===== config.mk =====
export PLATFORM = sky130hd
export DESIGN_NAME = rgb_to_gray4_bitplane_packer
export DESIGN_NICKNAME = d
export VERILOG_FILES = /design/src/r2g4_pkg.sv /design/src/r2g4_front.sv /design/src/r2g4_fifo.sv /design/src/r2g4_back.sv /design/src/rgb_to_gray4_bitplane_packer.sv
export VERILOG_INCLUDE_DIRS = /design/src /design/src/src
export SDC_FILE = /design/constraint.sdc
export NUM_CORES = 1
export LEC_CHECK = 0
export BUFFER_PORTS_ARGS = -buffer_cell sky130_fd_sc_hd__clkbuf_2
export CORE_ASPECT_RATIO = 1.4
export CORE_MARGIN = 1
export CORE_UTILIZATION = 66
export CTS_BUF_LIST = sky130_fd_sc_hd__clkbuf_16
export DETAILED_ROUTE_END_ITERATION = 16
export PLACE_DENSITY = 0.87
export SETUP_SLACK_MARGIN = 0.4
export SLEW_MARGIN = 20
export SYNTH_ARGS = -nofsm -noshare
export SYNTH_HDL_FRONTEND = slang
export SYNTH_HIERARCHICAL = 1
export SYNTH_SLANG_ARGS = --single-unit

===== constraint.sdc =====
create_clock -name clk -period 13.2 [get_ports clk]
set_clock_uncertainty 0.1 [all_clocks]
set_input_delay 2.64 -clock clk [delete_from_list [all_inputs] [get_ports clk]]
set_output_delay 2.64 -clock clk [all_outputs]
set_load 0.05 [all_outputs]

===== src/rgb_to_gray4_bitplane_packer_defines.svh =====
// Assertion macros for the gray4 bit-plane packer.
// Used by the top level; expects clk and rst_n in scope.
`ifndef RGB_TO_GRAY4_BITPLANE_PACKER_DEFINES_SVH
`define RGB_TO_GRAY4_BITPLANE_PACKER_DEFINES_SVH

// same-cycle implication
`define R2G4_ASSERT_IMPL(label, pre, post) \
  label: assert property (@(posedge clk) disable iff (!rst_n) (pre) |-> (post)) \
    else $error("r2g4 assertion failed");

// next-cycle implication
`define R2G4_ASSERT_NEXT(label, pre, post) \
  label: assert property (@(posedge clk) disable iff (!rst_n) (pre) |=> (post)) \
    else $error("r2g4 assertion failed");

`endif


===== src/r2g4_pkg.sv =====
// Shared types and constants for the gray4 bit-plane packer.
// No dependencies.
package r2g4_pkg;

  localparam int unsigned FRAME_PIXELS = 134400;
  localparam int unsigned CNT_W        = 15;
  localparam logic [CNT_W-1:0] LAST_BYTE_IDX = CNT_W'((FRAME_PIXELS / 8) - 1);

  localparam int unsigned SUM_W   = 18;
  localparam logic [SUM_W-1:0] WEIGHT_R = SUM_W'(259);
  localparam logic [SUM_W-1:0] WEIGHT_G = SUM_W'(487);
  localparam logic [SUM_W-1:0] WEIGHT_B = SUM_W'(254);
  // floor(x/1000) == (x * RECIP) >> RECIP_SHIFT, exact for x < 2^18
  localparam int unsigned RECIP_SHIFT = 28;
  localparam int unsigned RECIP_W     = 19;
  localparam logic [RECIP_W-1:0] RECIP = RECIP_W'(268436);
  localparam int unsigned PROD_W      = SUM_W + RECIP_W;

  localparam int unsigned THR_W = 9;

  localparam int unsigned FIFO_DEPTH = 4;
  localparam int unsigned FIFO_AW    = $clog2(FIFO_DEPTH);
  localparam int unsigned FIFO_CW    = FIFO_AW + 1;

  localparam int unsigned CFG_AW = 4;
  localparam logic [1:0] REG_LEVEL1 = 2'd0;
  localparam logic [1:0] REG_LEVEL2 = 2'd1;
  localparam logic [1:0] REG_LEVEL3 = 2'd2;

  typedef struct packed {
    logic [THR_W-1:0] l1;
    logic [THR_W-1:0] l2;
    logic [THR_W-1:0] l3;
  } thr_t;

  typedef struct packed {
    logic [1:0] level;
    logic       frame_start;
  } q_entry_t;

  typedef struct packed {
    logic [FIFO_CW-1:0] count;
    logic               empty;
    logic               full;
  } fifo_stat_t;

endpackage


===== src/r2g4_front.sv =====
// Front end: accepts pixels, computes luma and quantizes to a 2-bit level.
// Depends on r2g4_pkg; pushes into r2g4_fifo under a credit count.
module r2g4_front (
  input  logic                   clk,
  input  logic                   rst_n,
  input  logic                   in_valid,
  output logic                   in_stall,
  input  logic [7:0]             in_red,
  input  logic [7:0]             in_green,
  input  logic [7:0]             in_blue,
  input  logic                   in_frame_start,
  input  r2g4_pkg::thr_t         thr,
  input  r2g4_pkg::fifo_stat_t   fstat,
  output logic                   push,
  output r2g4_pkg::q_entry_t     push_entry
);
  import r2g4_pkg::*;

  logic             s1_v_r, s2_v_r;
  logic [SUM_W-1:0] s1_sum_r, sum_nxt;
  logic             s1_fs_r, s2_fs_r;
  logic [7:0]       s2_luma_r, luma_nxt;
  logic [PROD_W-1:0] prod;
  logic [FIFO_CW-1:0] used;

  assign used     = fstat.count + FIFO_CW'(s1_v_r) + FIFO_CW'(s2_v_r);
  assign in_stall = (used >= FIFO_CW'(FIFO_DEPTH));

  assign sum_nxt = SUM_W'(in_red) * WEIGHT_R + SUM_W'(in_green) * WEIGHT_G
                 + SUM_W'(in_blue) * WEIGHT_B;
  assign prod     = PROD_W'(s1_sum_r) * PROD_W'(RECIP);
  assign luma_nxt = prod[RECIP_SHIFT +: 8];

  always_ff @(posedge clk) begin
    if (!rst_n) begin
      s1_v_r <= 1'b0;
      s2_v_r <= 1'b0;
    end else begin
      s1_v_r <= in_valid & ~in_stall;
      s2_v_r <= s1_v_r;
    end
  end

  always_ff @(posedge clk) begin
    s1_sum_r  <= sum_nxt;
    s1_fs_r   <= in_frame_start;
    s2_luma_r <= luma_nxt;
    s2_fs_r   <= s1_fs_r;
  end

  always_comb begin
    logic [THR_W-1:0] l;
    l = {1'b0, s2_luma_r};
    if (l < thr.l1)      push_entry.level = 2'd0;
    else if (l < thr.l2) push_entry.level = 2'd1;
    else if (l < thr.l3) push_entry.level = 2'd2;
    else                 push_entry.level = 2'd3;
    push_entry.frame_start = s2_fs_r;
  end

  assign push = s2_v_r;

endmodule


===== src/r2g4_fifo.sv =====
// Short queue of quantized pixels between front end and packer.
// Depends on r2g4_pkg.
module r2g4_fifo (
  input  logic                 clk,
  input  logic                 rst_n,
  input  logic                 push,
  input  r2g4_pkg::q_entry_t   push_entry,
  input  logic                 pop,
  output r2g4_pkg::q_entry_t   pop_entry,
  output r2g4_pkg::fifo_stat_t fstat
);
  import r2g4_pkg::*;

  q_entry_t           mem [FIFO_DEPTH];
  logic [FIFO_AW-1:0] wr_ptr_r, rd_ptr_r;
  logic [FIFO_CW-1:0] count_r;

  always_ff @(posedge clk) begin
    if (push) begin
      mem[wr_ptr_r] <= push_entry;
    end
  end

  always_ff @(posedge clk) begin
    if (!rst_n) begin
      wr_ptr_r <= '0;
      rd_ptr_r <= '0;
      count_r  <= '0;
    end else begin
      if (push) wr_ptr_r <= wr_ptr_r + 1'b1;
      if (pop)  rd_ptr_r <= rd_ptr_r + 1'b1;
      if (push && !pop)      count_r <= count_r + 1'b1;
      else if (!push && pop) count_r <= count_r - 1'b1;
    end
  end

  assign pop_entry   = mem[rd_ptr_r];
  assign fstat.count = count_r;
  assign fstat.empty = (count_r == '0);
  assign fstat.full  = (count_r == FIFO_CW'(FIFO_DEPTH));

endmodule


===== src/r2g4_back.sv =====
// Back end: packs levels into black/red plane bytes and drives the result word.
// Depends on r2g4_pkg; pops from r2g4_fifo.
module r2g4_back (
  input  logic                      clk,
  input  logic                      rst_n,
  input  r2g4_pkg::q_entry_t        pop_entry,
  input  logic                      empty,
  output logic                      pop,
  output logic                      out_valid,
  input  logic                      out_stall,
  output logic [7:0]                out_black_plane_byte,
  output logic [7:0]                out_red_plane_byte,
  output logic [r2g4_pkg::CNT_W-1:0] out_byte_index,
  output logic                      out_frame_last
);
  import r2g4_pkg::*;

  logic [2:0]       bp_r, bp_e, bp_nxt;
  logic [7:0]       blk_r, blk_e, blk_nxt, blk_new;
  logic [7:0]       red_r, red_e, red_nxt, red_new;
  logic [CNT_W-1:0] cnt_r, cnt_e, cnt_nxt;
  logic             out_v_r, out_v_nxt;
  logic [7:0]       ob_r, or_r;
  logic [CNT_W-1:0] oi_r;
  logic             ol_r;
  logic             done, last, can_emit;
  logic [2:0]       sh;

  always_comb begin
    bp_e  = pop_entry.frame_start ? 3'd0 : bp_r;
    blk_e = pop_entry.frame_start ? 8'd0 : blk_r;
    red_e = pop_entry.frame_start ? 8'd0 : red_r;
    cnt_e = pop_entry.frame_start ? '0 : cnt_r;
    sh      = 3'd7 - bp_e;
    blk_new = blk_e | (8'(pop_entry.level[1]) << sh);
    red_new = red_e | (8'(pop_entry.level[0]) << sh);
    done    = (bp_e == 3'd7);
    last    = (cnt_e == LAST_BYTE_IDX);
    can_emit = ~out_v_r | ~out_stall;
    pop     = ~empty & (~done | can_emit);

    bp_nxt    = bp_r;
    blk_nxt   = blk_r;
    red_nxt   = red_r;
    cnt_nxt   = cnt_r;
    out_v_nxt = out_v_r & out_stall;
    if (pop) begin
      if (done) begin
        bp_nxt    = 3'd0;
        blk_nxt   = 8'd0;
        red_nxt   = 8'd0;
        cnt_nxt   = last ? '0 : cnt_e + 1'b1;
        out_v_nxt = 1'b1;
      end else begin
        bp_nxt  = bp_e + 1'b1;
        blk_nxt = blk_new;
        red_nxt = red_new;
        cnt_nxt = cnt_e;
      end
    end
  end

  always_ff @(posedge clk) begin
    if (!rst_n) begin
      bp_r    <= 3'd0;
      blk_r   <= 8'd0;
      red_r   <= 8'd0;
      cnt_r   <= '0;
      out_v_r <= 1'b0;
    end else begin
      bp_r    <= bp_nxt;
      blk_r   <= blk_nxt;
      red_r   <= red_nxt;
      cnt_r   <= cnt_nxt;
      out_v_r <= out_v_nxt;
    end
  end

  always_ff @(posedge clk) begin
    if (pop && done) begin
      ob_r <= blk_new;
      or_r <= red_new;
      oi_r <= cnt_e;
      ol_r <= last;
    end
  end

  assign out_valid            = out_v_r;
  assign out_black_plane_byte = ob_r;
  assign out_red_plane_byte   = or_r;
  assign out_byte_index       = oi_r;
  assign out_frame_last       = ol_r;

endmodule


===== src/rgb_to_gray4_bitplane_packer.sv =====
// Top level of the RGB to 4-level gray bit-plane packer; holds the APB registers.
// Depends on r2g4_pkg, r2g4_front, r2g4_fifo, r2g4_back and the defines header.
//
// Usage: one RGB pixel per input word (in_valid/in_stall), in_frame_start on
// the first pixel of a frame. Every eighth pixel yields one output word
// (out_valid/out_stall) with the black and red plane bytes (first pixel in
// bit 7), the byte index in the frame and frame_last on byte 16799.
// Throughput: one pixel per cycle while in_stall is low. The result word passes
// through the sum register, the luma multiply register, the queue and the
// packer output register, in that order.
// in_stall rises when the 4-entry queue plus the two front stages hold four
// pixels, so a stalled output backs up into the queue and then the input.
// Reset (rst_n low, synchronous) empties the pipeline and queue, clears the
// packer state and loads thresholds 64/128/192; pready is always high. Threshold
// writes at byte addresses 0, 4, 8 must come while the block is idle (unchecked).
`include "rgb_to_gray4_bitplane_packer_defines.svh"
module rgb_to_gray4_bitplane_packer (
  input  logic                        clk,
  input  logic                        rst_n,
  input  logic                        in_valid,
  output logic                        in_stall,
  input  logic [7:0]                  in_red,
  input  logic [7:0]                  in_green,
  input  logic [7:0]                  in_blue,
  input  logic                        in_frame_start,
  output logic                        out_valid,
  input  logic                        out_stall,
  output logic [7:0]                  out_black_plane_byte,
  output logic [7:0]                  out_red_plane_byte,
  output logic [r2g4_pkg::CNT_W-1:0]  out_byte_index,
  output logic                        out_frame_last,
  input  logic                        psel,
  input  logic                        penable,
  input  logic                        pwrite,
  input  logic [r2g4_pkg::CFG_AW-1:0] paddr,
  input  logic [31:0]                 pwdata,
  output logic [31:0]                 prdata,
  output logic                        pready
);
  import r2g4_pkg::*;

  thr_t       thr_r;
  fifo_stat_t fstat;
  q_entry_t   push_entry, pop_entry;
  logic       fifo_push, fifo_pop;
  logic [1:0] reg_idx;
  logic       wr_en;

  assign pready  = 1'b1;
  assign reg_idx = paddr[CFG_AW-1:2];
  assign wr_en   = psel & penable & pwrite & pready;

  always_ff @(posedge clk) begin
    if (!rst_n) begin
      thr_r.l1 <= THR_W'(64);
      thr_r.l2 <= THR_W'(128);
      thr_r.l3 <= THR_W'(192);
    end else if (wr_en) begin
      case (reg_idx)
        REG_LEVEL1: thr_r.l1 <= pwdata[THR_W-1:0];
        REG_LEVEL2: thr_r.l2 <= pwdata[THR_W-1:0];
        REG_LEVEL3: thr_r.l3 <= pwdata[THR_W-1:0];
        default: ;
      endcase
    end
  end

  always_comb begin
    case (reg_idx)
      REG_LEVEL1: prdata = 32'(thr_r.l1);
      REG_LEVEL2: prdata = 32'(thr_r.l2);
      REG_LEVEL3: prdata = 32'(thr_r.l3);
      default:    prdata = 32'd0;
    endcase
  end

  r2g4_front u_front (
    .clk            (clk),
    .rst_n          (rst_n),
    .in_valid       (in_valid),
    .in_stall       (in_stall),
    .in_red         (in_red),
    .in_green       (in_green),
    .in_blue        (in_blue),
    .in_frame_start (in_frame_start),
    .thr            (thr_r),
    .fstat          (fstat),
    .push           (fifo_push),
    .push_entry     (push_entry)
  );

  r2g4_fifo u_fifo (
    .clk        (clk),
    .rst_n      (rst_n),
    .push       (fifo_push),
    .push_entry (push_entry),
    .pop        (fifo_pop),
    .pop_entry  (pop_entry),
    .fstat      (fstat)
  );

  r2g4_back u_back (
    .clk                  (clk),
    .rst_n                (rst_n),
    .pop_entry            (pop_entry),
    .empty                (fstat.empty),
    .pop                  (fifo_pop),
    .out_valid            (out_valid),
    .out_stall            (out_stall),
    .out_black_plane_byte (out_black_plane_byte),
    .out_red_plane_byte   (out_red_plane_byte),
    .out_byte_index       (out_byte_index),
    .out_frame_last       (out_frame_last)
  );

  `R2G4_ASSERT_IMPL(a_push_room, fifo_push, !fstat.full)
  `R2G4_ASSERT_IMPL(a_pop_data, fifo_pop, !fstat.empty)
  `R2G4_ASSERT_IMPL(a_last_idx, out_valid && out_frame_last, out_byte_index == LAST_BYTE_IDX)
  `R2G4_ASSERT_NEXT(a_credit, in_valid && !in_stall, !fstat.full)

endmodule

==> flow_summary.ini <==
[status]
status = finished, final reports clean

[critical_path]
ff2ff_path_depth = 17
cp_max_fo = 4
end_kind = register
critPathKind = in2reg
reg2reg_slack_ns = 7.85
start_kind = input port
r2r_start = u_front/s1_sum_r[7]$_DFF_P_
crit_path_end = u_front/s1_sum_r[15]$_DFF_P_
r2r_end = u_front/s2_luma_r[7]$_DFF_P_
worstPathRequired_ns = 13.45
worstPathArrival_ns = 9.19
startpoint = in_blue[3]

[timing]
finalCritPeriodShare = 0.677
final-setup-viol-count = 0
fmax_mhz = 112
tightest_slew_ns = 1.13
slew_violations = 0
timing.setup.tns_ns = 0
period_needed_ns = 8.93
rsz0062_at_grt = no
maxSlewHeadroom = 0.245
hold_violations = 0

[floorplanning]
die_h_um = 177
num_io_pins = 135
dieArea_um2 = 22400
rows = 63
coreArea_um2 = 21300
fp.dieW_um = 127
initial_core_util = 0.675

[cells_and_area]
drive_above_1_share = 0.0890
layout.nets = 2010
area_delta_synth_final_pct = 8.11
diodes = 0

[yosys]
yosysWarnings = 6
avgSynthCellArea_um2 = 9.82
synthCells = 1463
syn_area_um2 = 14400

[routing]
drtIter0Drc = 699
routed_wl_mm = 31.0
drc = 0
first_pass_iters = 5
antenna_left = 0
vias_per_cell = 5.79
vias = 10500
wl_per_cell_um = 17.1

[placed_design]
io_buffer_count = 85
dp_hpwl_mm = 23.5
gp_congestion = 0.852

[run]
drv_cap = 0

[cts]
clk-insertion-delay-late_ns = 0.42
cts_num_sinks = 145
path_clk_slew_ns = 0.07
postCtsHoldBufs = 0
cts_resized = 0
cts_buffers = 17
cts_tree = done
clockBufferDepth = 2
htreeDepth = 4
post_cts_buffers = 0
root_buffer = clkbuf_16

[global_routing]
first_global_vias = 11300
grt_pass1_wl_mm = 51.0
grt_start_max_net_pins = 90
grt.overflow.total = 0
grt_use_total = 0.290
antenna_found_initial = 0

[hold_path]
worst_hold_path_type = reg2reg
==> layout make-up <==
type	count	area, µm²
repair buffers	89	455
well taps	260	325
clock inverters	15	190
clock buffers	17	425
flip-flops and latches	145	3340
multi-input cells	972	9620
fillers	1394	5750
inverters	312	1170
==> per-stage QoR <==
stage,instances,instance area (µm²),hold WS [ns],worst slack [ns],util
after floorplan,1485,14500,0.210,4.66,-
after global placement,1778,14900,0.216,3.97,0.701
after detailed placement,1778,14900,0.215,3.85,0.701
after CTS,1810,15500,0.236,4.27,0.730
after global routing,1810,15500,0.242,3.98,0.730
final,1810,15500,0.232,4.27,0.730
==> sequential cells by signal (all words and copies together), names as in the netlist, 8 cells and up, named ones only <==
register and cells:
u_back/red_r 8, u_back/blk_r 8, u_back/out_byte_index 15, u_back/cnt_r 15
u_back/out_red_plane_byte 8, u_back/out_black_plane_byte 8, thr_r 27, u_front/s1_sum_r 18
u_front/s2_luma_r 8, u_fifo/mem 12
==> worst max-delay path: stages <==
cell and delay (ns):
clkbuf_2 0.14, fa_1 0.62, inv_1 0.07, fa_1 0.46, fa_1 0.55, inv_1 0.05
fa_1 0.46, ha_1 0.33, a21boi_0 0.15, o21ai_0 0.25, a21boi_0 0.18, o21ai_0 0.31
nand2b_1 0.14, xor2_1 0.24, ha_1 0.28, inv_1 0.07, fa_1 0.44, fa_1 0.55
inv_1 0.04, ha_1 0.23, nor3_1 0.22, o2111ai_1 0.18, a31o_2 0.28, a21oi_1 0.17
xnor2_1 0.13
==> layer usage <==
metal / GRT usage / up-vias / wire (µm)
met5: 0 / - / 0
met2: 0.580 / 371 / 17300
met4: 0.181 / 0 / 1570
met1: 0.272 / 5065 / 10900
li1: - / 4916 / -
met3: 0.0400 / 132 / 1220
==> how the worst min path moves through the flow <==
| stage | start | to | slack (ns) | cells after the start |
|---|---|---|---|---|
| global route | u_front/s1_fs_r$_DFF_P_ | u_front/s2_fs_r$_DFF_P_ | 0.24 | 0 |
| global placement | u_front/s1_fs_r$_DFF_P_ | u_front/s2_fs_r$_DFF_P_ | 0.22 | 0 |
| CTS | u_front/s1_fs_r$_DFF_P_ | u_front/s2_fs_r$_DFF_P_ | 0.24 | 0 |
| finish | u_front/s1_fs_r$_DFF_P_ | u_front/s2_fs_r$_DFF_P_ | 0.23 | 0 |
| floorplan | u_front/s1_fs_r$_DFF_P_ | u_front/s2_fs_r$_DFF_P_ | 0.21 | 0 |
| detailed placement | u_front/s1_fs_r$_DFF_P_ | u_front/s2_fs_r$_DFF_P_ | 0.22 | 0 |
==> cell usage in the layout, fill, tap and decap left out, drive strengths merged, types with 8 or more instances in the layout <==
cell type / instances
ha: 279
nand2: 74
mux2i: 39
o21bai: 9
a22oi: 17
fa: 126
a31oi: 13
nand4b: 8
and2: 12
a21boi: 12
dfxtp: 101
edfxtp: 44
nor3: 25
conb: 24
inv: 320
nor2: 43
nand3: 20
a21o: 26
nor2b: 54
xor2: 12
o21ai: 39
clkbuf: 102
a21oi: 38
xnor2: 29
Power is left out: the tool's default activity adds up to more than one toggle a clock period on the data nets, which glitch-free logic cannot reach.
